`src/rtl/hpr_pkg.sv`:
```
package hpr_pkg;

  // Default configuration of the block.
  localparam int unsigned DEF_MAX_ELEMENTS = 64;
  localparam int unsigned DEF_VALUE_WIDTH  = 32;

  // Fixed widths of the channel payloads.
  localparam int unsigned DATA_W  = 32;
  localparam int unsigned POS_W   = 6;
  localparam int unsigned SPLIT_W = 7;

  // Source of the store read address.
  typedef enum logic [1:0] {
    RD_SEL_I = 2'd0,
    RD_SEL_J = 2'd1,
    RD_SEL_K = 2'd2
  } rd_sel_e;

  // Commands from the controller to the datapath.
  typedef struct packed {
    logic    in_ready;
    rd_sel_e rd_sel;
    logic    inc_i;
    logic    dec_j;
    logic    latch_a;
    logic    latch_b;
    logic    wr_i;
    logic    wr_j;
    logic    init_emit;
    logic    out_load;
  } cmd_t;

  // Status from the datapath to the controller.
  typedef struct packed {
    logic in_valid;
    logic load_close;
    logic i_adv;
    logic j_adv;
    logic ptr_meet;
    logic emit_last;
    logic out_free;
  } status_t;

endpackage

```
`src/rtl/hpr_in_if.sv`:
```
interface hpr_in_if;
  logic               valid;
  logic               ready;
  logic signed [31:0] sample_value;
  logic               end_of_set;

  modport source (output valid, output sample_value, output end_of_set, input ready);
  modport sink   (input valid, input sample_value, input end_of_set, output ready);
endinterface

```
`src/rtl/hpr_out_if.sv`:
```
interface hpr_out_if;
  logic               valid;
  logic               ready;
  logic signed [31:0] element_out;
  logic [5:0]         position;
  logic [6:0]         split_point;
  logic               run_last;

  modport source (output valid, output element_out, output position, output split_point,
                  output run_last, input ready);
  modport sink   (input valid, input element_out, input position, input split_point,
                  input run_last, output ready);
endinterface

```
`src/rtl/hpr_ctrl.sv`:
```
module hpr_ctrl (
  input  logic             clk_i,
  input  logic             rst_ni,
  input  hpr_pkg::status_t status_i,
  output hpr_pkg::cmd_t    cmd_o
);
  import hpr_pkg::*;

  typedef enum logic [8:0] {
    S_LOAD   = 9'b000000001,
    S_RD_I   = 9'b000000010,
    S_CMP_I  = 9'b000000100,
    S_RD_J   = 9'b000001000,
    S_CMP_J  = 9'b000010000,
    S_SW_I   = 9'b000100000,
    S_SW_J   = 9'b001000000,
    S_EM_RD  = 9'b010000000,
    S_EM_OUT = 9'b100000000
  } state_e;

  state_e state_q, state_d;

  always_comb begin
    cmd_o        = '0;
    cmd_o.rd_sel = RD_SEL_I;
    state_d      = state_q;
    case (state_q)
      S_LOAD: begin
        cmd_o.in_ready = 1'b1;
        if (status_i.in_valid && status_i.load_close) begin
          state_d = S_RD_I;
        end
      end
      S_RD_I: begin
        state_d = S_CMP_I;
      end
      S_CMP_I: begin
        if (status_i.i_adv) begin
          cmd_o.inc_i = 1'b1;
          state_d     = S_RD_I;
        end else begin
          cmd_o.latch_a = 1'b1;
          state_d       = S_RD_J;
        end
      end
      S_RD_J: begin
        cmd_o.rd_sel = RD_SEL_J;
        state_d      = S_CMP_J;
      end
      S_CMP_J: begin
        cmd_o.rd_sel = RD_SEL_J;
        if (status_i.j_adv) begin
          cmd_o.dec_j = 1'b1;
          state_d     = S_RD_J;
        end else begin
          cmd_o.latch_b = 1'b1;
          if (status_i.ptr_meet) begin
            cmd_o.init_emit = 1'b1;
            state_d         = S_EM_RD;
          end else begin
            state_d = S_SW_I;
          end
        end
      end
      S_SW_I: begin
        cmd_o.wr_i = 1'b1;
        state_d    = S_SW_J;
      end
      S_SW_J: begin
        cmd_o.wr_j  = 1'b1;
        cmd_o.inc_i = 1'b1;
        cmd_o.dec_j = 1'b1;
        state_d     = S_RD_I;
      end
      S_EM_RD: begin
        cmd_o.rd_sel = RD_SEL_K;
        state_d      = S_EM_OUT;
      end
      S_EM_OUT: begin
        cmd_o.rd_sel = RD_SEL_K;
        if (status_i.out_free) begin
          cmd_o.out_load = 1'b1;
          state_d        = status_i.emit_last ? S_LOAD : S_EM_RD;
        end
      end
      default: begin
        state_d = S_LOAD;
      end
    endcase
  end

  always_ff @(posedge clk_i or negedge rst_ni) begin
    if (!rst_ni) begin
      state_q <= S_LOAD;
    end else begin
      state_q <= state_d;
    end
  end

endmodule

```
`src/rtl/hpr_datapath.sv`:
```
module hpr_datapath #(
  parameter int unsigned MAX_ELEMENTS = hpr_pkg::DEF_MAX_ELEMENTS,
  parameter int unsigned VALUE_WIDTH  = hpr_pkg::DEF_VALUE_WIDTH
) (
  input  logic             clk_i,
  input  logic             rst_ni,
  input  logic             cfg_we_i,
  input  logic             cfg_data_i,
  input  hpr_pkg::cmd_t    cmd_i,
  output hpr_pkg::status_t status_o,
  hpr_in_if.sink           in_chan,
  hpr_out_if.source        out_chan
);
  import hpr_pkg::*;

  localparam int unsigned IdxW = $clog2(MAX_ELEMENTS);
  localparam int unsigned CntW = $clog2(MAX_ELEMENTS + 1);
  localparam int unsigned ExtW = (VALUE_WIDTH > DATA_W) ? VALUE_WIDTH : DATA_W;

  logic signed [VALUE_WIDTH-1:0] mem_q [MAX_ELEMENTS];
  logic signed [VALUE_WIDTH-1:0] rdata_q, piv_q, a_q, b_q;
  logic signed [VALUE_WIDTH-1:0] in_value, wdata;
  logic signed [ExtW-1:0]        rd_ext;
  logic [CntW-1:0]               fill_q, n_q, n_m1;
  logic [IdxW-1:0]               i_q, j_q, k_q, raddr, waddr;
  logic                          ascend_q, out_valid_q, load_fire, we;
  logic signed [DATA_W-1:0]      elem_q;
  logic [POS_W-1:0]              pos_q;
  logic [SPLIT_W-1:0]            split_q;
  logic                          last_q;

  function automatic logic precedes(input logic signed [VALUE_WIDTH-1:0] a,
                                    input logic signed [VALUE_WIDTH-1:0] b,
                                    input logic asc);
    return asc ? (a < b) : (a > b);
  endfunction

  assign in_value  = VALUE_WIDTH'($unsigned(in_chan.sample_value));
  assign load_fire = in_chan.valid && cmd_i.in_ready;
  assign n_m1      = n_q - CntW'(1);

  assign in_chan.ready = cmd_i.in_ready;

  assign status_o.in_valid   = in_chan.valid;
  assign status_o.load_close = in_chan.end_of_set || (fill_q == CntW'(MAX_ELEMENTS - 1));
  assign status_o.i_adv      = (CntW'(i_q) < n_m1) && precedes(rdata_q, piv_q, ascend_q);
  assign status_o.j_adv      = (j_q != '0) && precedes(piv_q, rdata_q, ascend_q);
  assign status_o.ptr_meet   = (j_q <= i_q);
  assign status_o.emit_last  = (CntW'(k_q) == n_m1);
  assign status_o.out_free   = !out_valid_q || out_chan.ready;

  // Store ports: one write and one registered read per cycle.
  always_comb begin
    case (cmd_i.rd_sel)
      RD_SEL_I: raddr = i_q;
      RD_SEL_J: raddr = j_q;
      RD_SEL_K: raddr = k_q;
      default:  raddr = i_q;
    endcase
    we = load_fire || cmd_i.wr_i || cmd_i.wr_j;
    if (load_fire) begin
      waddr = fill_q[IdxW-1:0];
      wdata = in_value;
    end else if (cmd_i.wr_i) begin
      waddr = i_q;
      wdata = b_q;
    end else begin
      waddr = j_q;
      wdata = a_q;
    end
  end

  always_ff @(posedge clk_i) begin
    if (we) begin
      mem_q[waddr] <= wdata;
    end
    rdata_q <= mem_q[raddr];
  end

  always_ff @(posedge clk_i) begin
    if (load_fire && (fill_q == '0)) begin
      piv_q <= in_value;
    end
    if (cmd_i.latch_a) begin
      a_q <= rdata_q;
    end
    if (cmd_i.latch_b) begin
      b_q <= rdata_q;
    end
  end

  always_ff @(posedge clk_i or negedge rst_ni) begin
    if (!rst_ni) begin
      fill_q   <= '0;
      n_q      <= '0;
      i_q      <= '0;
      j_q      <= '0;
      k_q      <= '0;
      ascend_q <= 1'b1;
    end else begin
      if (cfg_we_i) begin
        ascend_q <= cfg_data_i;
      end
      if (load_fire) begin
        if (status_o.load_close) begin
          fill_q <= '0;
          n_q    <= fill_q + CntW'(1);
          i_q    <= '0;
          j_q    <= fill_q[IdxW-1:0];
        end else begin
          fill_q <= fill_q + CntW'(1);
        end
      end
      if (cmd_i.inc_i) begin
        i_q <= i_q + IdxW'(1);
      end
      if (cmd_i.dec_j) begin
        j_q <= j_q - IdxW'(1);
      end
      if (cmd_i.init_emit) begin
        k_q <= '0;
      end else if (cmd_i.out_load) begin
        k_q <= k_q + IdxW'(1);
      end
    end
  end

  // Output register.
  assign rd_ext = ExtW'(rdata_q);

  always_ff @(posedge clk_i or negedge rst_ni) begin
    if (!rst_ni) begin
      out_valid_q <= 1'b0;
    end else if (cmd_i.out_load) begin
      out_valid_q <= 1'b1;
    end else if (out_chan.ready) begin
      out_valid_q <= 1'b0;
    end
  end

  always_ff @(posedge clk_i) begin
    if (cmd_i.out_load) begin
      elem_q  <= rd_ext[DATA_W-1:0];
      pos_q   <= POS_W'(k_q);
      split_q <= SPLIT_W'(j_q) + SPLIT_W'(1);
      last_q  <= status_o.emit_last;
    end
  end

  assign out_chan.valid       = out_valid_q;
  assign out_chan.element_out = elem_q;
  assign out_chan.position    = pos_q;
  assign out_chan.split_point = split_q;
  assign out_chan.run_last    = last_q;

endmodule

```
`src/rtl/hoare_partition_real.sv`:
```
// Channel   Direction  Handshake     Word contents
// in_chan   in         valid/ready   sample_value, end_of_set
// out_chan  out        valid/ready   element_out, position, split_point, run_last
// cfg       in         cfg_we_i      cfg_data_i -> ascend_order
//
// A set of n words is loaded at one word per cycle. Each partitioning pointer step
// reads the store, then compares, and each swap writes the two elements in turn, as
// the element store has one registered read port and one write port. Emission reads
// each word from the store, then registers it; the sink stalls it by holding ready low.
// Reset is asynchronous and active low; it empties the store fill and sets
// ascending order. The store itself is not cleared. Input ready is high only
// while a set is loading; the next set may load while the last word still waits.
module hoare_partition_real #(
  parameter int unsigned MAX_ELEMENTS = hpr_pkg::DEF_MAX_ELEMENTS,
  parameter int unsigned VALUE_WIDTH  = hpr_pkg::DEF_VALUE_WIDTH
) (
  input  logic      clk_i,
  input  logic      rst_ni,
  input  logic      cfg_we_i,
  input  logic      cfg_data_i,
  hpr_in_if.sink    in_chan,
  hpr_out_if.source out_chan
);
  import hpr_pkg::*;

  // The controller sequences load, scan, swap and emit; the datapath holds the
  // element store, the pointers, the pivot and the output register.
  cmd_t    cmd;
  status_t st;

  hpr_ctrl u_ctrl (
    .clk_i    (clk_i),
    .rst_ni   (rst_ni),
    .status_i (st),
    .cmd_o    (cmd)
  );

  hpr_datapath #(
    .MAX_ELEMENTS (MAX_ELEMENTS),
    .VALUE_WIDTH  (VALUE_WIDTH)
  ) u_datapath (
    .clk_i      (clk_i),
    .rst_ni     (rst_ni),
    .cfg_we_i   (cfg_we_i),
    .cfg_data_i (cfg_data_i),
    .cmd_i      (cmd),
    .status_o   (st),
    .in_chan    (in_chan),
    .out_chan   (out_chan)
  );

  // Loading and emitting never overlap.
  assert property (@(posedge clk_i) disable iff (!rst_ni)
    cmd.in_ready |-> !cmd.out_load)
    else $error("input accepted while a word is emitted");

  // The store has a single write port.
  assert property (@(posedge clk_i) disable iff (!rst_ni)
    $onehot0({cmd.wr_i, cmd.wr_j, in_chan.valid && in_chan.ready}))
    else $error("more than one store write in a cycle");

  // Closing a set stops loading until the set is emitted.
  assert property (@(posedge clk_i) disable iff (!rst_ni)
    (in_chan.valid && in_chan.ready && st.load_close) |=> !in_chan.ready)
    else $error("input still ready after the set was closed");

  // A swap write is always followed by its partner write.
  assert property (@(posedge clk_i) disable iff (!rst_ni)
    cmd.wr_i |=> cmd.wr_j)
    else $error("swap left half done");

endmodule
```
`src/flat_wrapper.sv`:
```
// flat-port wrapper written by rule: the top's interface ports become plain ports
module hoare_partition_real_flat import hpr_pkg::*;
#(
  parameter int unsigned MAX_ELEMENTS = hpr_pkg::DEF_MAX_ELEMENTS,
  parameter int unsigned VALUE_WIDTH  = hpr_pkg::DEF_VALUE_WIDTH
)
  (clk_i, rst_ni, cfg_we_i, cfg_data_i, in_chan_valid, in_chan_sample_value, in_chan_end_of_set, in_chan_ready, out_chan_valid, out_chan_element_out, out_chan_position, out_chan_split_point, out_chan_run_last, out_chan_ready);
  hpr_in_if in_chan_i ();
  hpr_out_if out_chan_i ();
  input  logic clk_i;
  input  logic rst_ni;
  input  logic cfg_we_i;
  input  logic cfg_data_i;
  input wire logic [$bits(in_chan_i.valid)-1:0] in_chan_valid;
  input wire logic [$bits(in_chan_i.sample_value)-1:0] in_chan_sample_value;
  input wire logic [$bits(in_chan_i.end_of_set)-1:0] in_chan_end_of_set;
  output wire logic [$bits(in_chan_i.ready)-1:0] in_chan_ready;
  output wire logic [$bits(out_chan_i.valid)-1:0] out_chan_valid;
  output wire logic [$bits(out_chan_i.element_out)-1:0] out_chan_element_out;
  output wire logic [$bits(out_chan_i.position)-1:0] out_chan_position;
  output wire logic [$bits(out_chan_i.split_point)-1:0] out_chan_split_point;
  output wire logic [$bits(out_chan_i.run_last)-1:0] out_chan_run_last;
  input wire logic [$bits(out_chan_i.ready)-1:0] out_chan_ready;
  assign in_chan_i.valid = in_chan_valid;
  assign in_chan_i.sample_value = in_chan_sample_value;
  assign in_chan_i.end_of_set = in_chan_end_of_set;
  assign in_chan_ready = in_chan_i.ready;
  assign out_chan_valid = out_chan_i.valid;
  assign out_chan_element_out = out_chan_i.element_out;
  assign out_chan_position = out_chan_i.position;
  assign out_chan_split_point = out_chan_i.split_point;
  assign out_chan_run_last = out_chan_i.run_last;
  assign out_chan_i.ready = out_chan_ready;
  hoare_partition_real #(.MAX_ELEMENTS(MAX_ELEMENTS), .VALUE_WIDTH(VALUE_WIDTH)) u_core (.clk_i(clk_i), .rst_ni(rst_ni), .cfg_we_i(cfg_we_i), .cfg_data_i(cfg_data_i), .in_chan(in_chan_i), .out_chan(out_chan_i));
endmodule
```
`config.mk`:
```
export PLATFORM = sky130hd
export DESIGN_NAME = hoare_partition_real_flat
export DESIGN_NICKNAME = d
export VERILOG_FILES = /design/src/rtl/hpr_pkg.sv /design/src/rtl/hpr_in_if.sv /design/src/rtl/hpr_out_if.sv /design/src/rtl/hpr_ctrl.sv /design/src/rtl/hpr_datapath.sv /design/src/rtl/hoare_partition_real.sv /design/src/flat_wrapper.sv
export SDC_FILE = /design/constraint.sdc
export NUM_CORES = 2
export LEC_CHECK = 0
export ABC_CLOCK_PERIOD_IN_PS = 7150
export BUFFER_PORTS_ARGS = -buffer_cell sky130_fd_sc_hd__buf_2
export CORE_MARGIN = 2
export CORE_UTILIZATION = 55
export CTS_CLUSTER_SIZE = 24
export DETAILED_ROUTE_END_ITERATION = 16
export PLACE_DENSITY = 0.79
export SYNTH_ARGS = -nofsm -noshare
export SYNTH_HDL_FRONTEND = slang
export SYNTH_SLANG_ARGS = --single-unit
export TNS_END_PERCENT = 30
```
`constraint.sdc`:
```
create_clock -name clk_i -period 7.15 [get_ports clk_i]
set_clock_uncertainty 0.15 [all_clocks]
set_input_delay 1.43 -clock clk_i [delete_from_list [all_inputs] [get_ports clk_i]]
set_output_delay 1.43 -clock clk_i [all_outputs]
set_load 0.005 [all_outputs]
```
==> impl_metrics.csv <==
group,metric,value,unit
worst_setup_path,critPathLaunchType,"flip-flop",
detailed_routing,drc,0,
synth,synthFlopType,"edfxtp_1",
pwr,powerDensity,279,nW/um^2
sta,tns,0,ns
clock_network,postCtsSetupBuffers,0,
detailed_routing,drt-initial-drc-count,7530,
sta,setup_ws,0.410,ns
sta,worst_pin_slew,1.44,ns
placed_design,hpwl,131000,um
cells_and_area,layout.nets,4602,
placed_design,port_buffers,86,
outcome,outcome,"complete, no violations",
global_routing,grt_pass1_vias,46000,
synth,netlist_instances,4247,
cells_and_area,instances_no_fill,6856,
min_path,worstHoldPathType,"reg2reg",
floorplan,fp.dieW,405,um
worst_setup_path,timing.rr.start,"u_core.u_ctrl.state_q[6]",
cells_and_area,num-fill-cells,10200,
sta,setup_viol,0,
worst_setup_path,path_cells,"nor4_1 > nand3_1 > a21oi_1 > inv_1 > ha_1 > a221oi_2 > a21oi_4 > buf_12 > buf_12 > mux4_2 > nor2b_1 > a211oi_1 > a21oi_1 > a211oi_1 > a21oi_1",
detailed_routing,vias,46000,
worst_setup_path,critPathSlowestCell,"a211oi_1",
global_routing,antenna_found_initial,9,
placed_design,gp_congestion,0.905,
placed_design,dp_slack,0.665,ns
cells_and_area,area_delta_synth_final,13.0,%
clock_network,htreeDepth,4,
placed_design,placed_cell_area,93400,sq um
pwr,irDropWorstVdd,0.000267,V
job,maxCapViolations,0,
placed_design,dp.cells,6461,
sta,min_period_over_period,94.3,%
clock_network,cts_resized,0,
global_routing,gr-total-overflow,0,
worst_setup_path,critPathMaxStageDelay,1.02,ns
sta,rsz0062_at_grt,"no",
cells_and_area,seq_area,67500,sq um
worst_setup_path,critPathKind,"reg2reg",
synth,syn_nets,4338,
clock_network,cts_made_buffers,208,
floorplan,io_pins,87,
worst_setup_path,cp_max_fo,43,
sta,report.final.slew_viol_count,0,
synth,yosys.cell_types.count,66,
floorplan,start_util,55.2,%
worst_setup_path,cpMostUsedCell,"a21oi_1",
sta,finalCriticalPeriod,6.74,ns
synth,ys_ff_latch,2265,
clock_network,cts_hold_buf,0,
detailed_routing,drt_wl_total,229000,um
worst_setup_path,worstRegToRegCells,15,
clock_network,cts.sinks,2265,
min_path,hold_path_depth,1,
floorplan,die_height,405,um
synth,synth_area,88500,sq um
worst_setup_path,end_kind,"flip-flop",
worst_setup_path,r2r-end,"u_core.u_datapath.rd_ext[15]",
min_path,holdPathEnd,"u_core.u_ctrl.state_q[4]",
synth,syn-mean-instance-area,20.8,sq um
detailed_routing,first_pass_iters,7,
clock_network,cts_tree,"built",
clock_network,cts_buffer_depth,3,
worst_setup_path,cp.arrival,7.27,ns
sta,finalHoldViolCount,0,
worst_setup_path,r2r_slack,0.41,ns
floorplan,dieArea,164000,sq um
global_routing,track_usage,28.1,%
cells_and_area,finish.utilization,62.4,%
global_routing,grt_pass1_wl,326000,um
detailed_routing,viasPerCell,6.71,
clock_network,clk_latency,0.85,ns
cells_and_area,fin_area,99900,sq um
floorplan,rows,147,
cells_and_area,multi_input_area,20600,sq um
sta,max_freq,0.148,GHz
clock_network,clk_transition_reported_paths,0.07,ns
synth,seq_area_frac_synth,76.3,%
synth,ys_warn_count,0,
clock_network,root_buffer,"clkbuf_16",
cells_and_area,layout-drive-gt1-share,26.0,%
synth,postSynth.asyncResetShare,1.90,%
pwr,p_leak,31.8,nW
cells_and_area,final_common_cell,"edfxtp_1",
synth,synth_edf_count,2190,
cells_and_area,final_cell_mix,"edfxtp_1, mux4_2, a211oi_1, clkbuf_16, buf_4",
worst_setup_path,cp.required,7.68,ns
detailed_routing,wl_per_cell,33.4,um
global_routing,grt_max_degree,95,
floorplan,core_area,160000,sq um
min_path,hold_start,"u_core.u_ctrl.state_q[2]",
detailed_routing,drt.antenna.violating_nets,0,
sta,slew_headroom,4.03,%
sequential cells by signal (all words and copies together), names as in the netlist, 7 cells and up:
| signal | flops |
|---|---|
| u_core.u_datapath.mem_q | 2048 |
| u_core.u_datapath.a_q | 32 |
| u_core.u_datapath.b_q | 32 |
| u_core.u_datapath.out_chan.element_out | 32 |
| u_core.u_datapath.piv_q | 32 |
| u_core.u_datapath.rd_ext | 32 |
| u_core.u_ctrl.state_q | 9 |
| u_core.u_datapath.fill_q | 7 |
| u_core.u_datapath.n_q | 7 |
| u_core.u_datapath.out_chan.split_point | 7 |
cell usage after synthesis (all sizes together), types with 6 or more instances:
library cell,number,share of area [%]
edfxtp,2190,74
mux4,512,13
a211oi,230,2.0
a21oi,190,1.1
mux2i,165,1.9
nor2,139,0.59
nor2b,134,0.95
buf,121,0.81
clkbuf,115,0.49
nand2,53,0.22
ha,52,0.74
inv,51,0.22
dfrtp,41,1.2
nand3,35,0.20
dfxtp,32,0.72
o21ai,24,0.14
nand4,14,0.11
xnor2,14,0.14
xor2,14,0.14
nor3,12,0.068
o21a,10,0.085
nor4,9,0.078
and3,7,0.050
or2,7,0.050
a221oi,6,0.074
nand2b,6,0.042
where the power goes:
part / internal [mW] / switching (mW)
Combinational: 0.494 / 1.36
Sequential: 15.1 / 0.166
Clock: 5.92 / 4.86
worst max-delay path, delay by kind of cell (launching register included):
family	cells	cell delay [ns]
AO/OA/AOI/OAI	7	3.03
AND/OR/NAND/NOR	3	0.83
adder cells (fa/ha/maj)	1	0.77
buffers and inverters	3	0.72
multiplexers	1	0.54
flip-flops	1	0.44
layer usage:
metal / track usage (%) / wire (um)
met5: 0 / 28
met4: 14.8 / 13800
met3: 6.47 / 27800
met2: 43.9 / 109000
met1: 37.1 / 78700
stage by stage:
stage                     power [mW]  hold WS, ns
final                           27.9        0.345
after global routing            28.5        0.369
after CTS                       27.9        0.348
after detailed placement        17.3        0.339
after global placement          17.2        0.328
after floorplan                 16.4        0.293
logic make-up (layout without fill, tap and decap cells):
logic type | after synthesis | after routing | share of synthesized area, %
AO/OA/AOI/OAI | 494 | 494 | 3.66
XOR/XNOR | 28 | 28 | 0.277
adder cells (fa/ha/maj) | 52 | 52 | 0.735
buffers and inverters | 287 | 730 | 1.52
flip-flops | 2265 | 2265 | 76.3
multiplexers | 682 | 682 | 15.0
other | 0 | 6 | 0
AND/OR/NAND/NOR | 439 | 439 | 2.56
layout make-up:
type / instances / share of cell area [%]
well taps: 2160 / 2.70
diodes: 6 / 0.0150
clock buffers: 287 / 5.67
clock inverters: 102 / 0.905
inverters: 51 / 0.192
repair buffers: 290 / 2.41
multi-input cells: 1695 / 20.6
flip-flops and latches: 2265 / 67.5
worst max path at each step:
stage | cells past startpoint | end | startpoint
after floorplan | 10 | u_core.u_datapath.a_q[0] | u_core.u_datapath.piv_q[14]
after global placement | 15 | u_core.u_datapath.rd_ext[15] | u_core.u_ctrl.state_q[6]
after detailed placement | 15 | u_core.u_datapath.rd_ext[15] | u_core.u_ctrl.state_q[6]
after CTS | 16 | u_core.u_datapath.rd_ext[30] | u_core.u_ctrl.state_q[6]
after global routing | 15 | u_core.u_datapath.rd_ext[15] | u_core.u_ctrl.state_q[6]
final | 15 | u_core.u_datapath.rd_ext[15] | u_core.u_ctrl.state_q[6]
No activity file was read; power rests on OpenSTA's default activity.
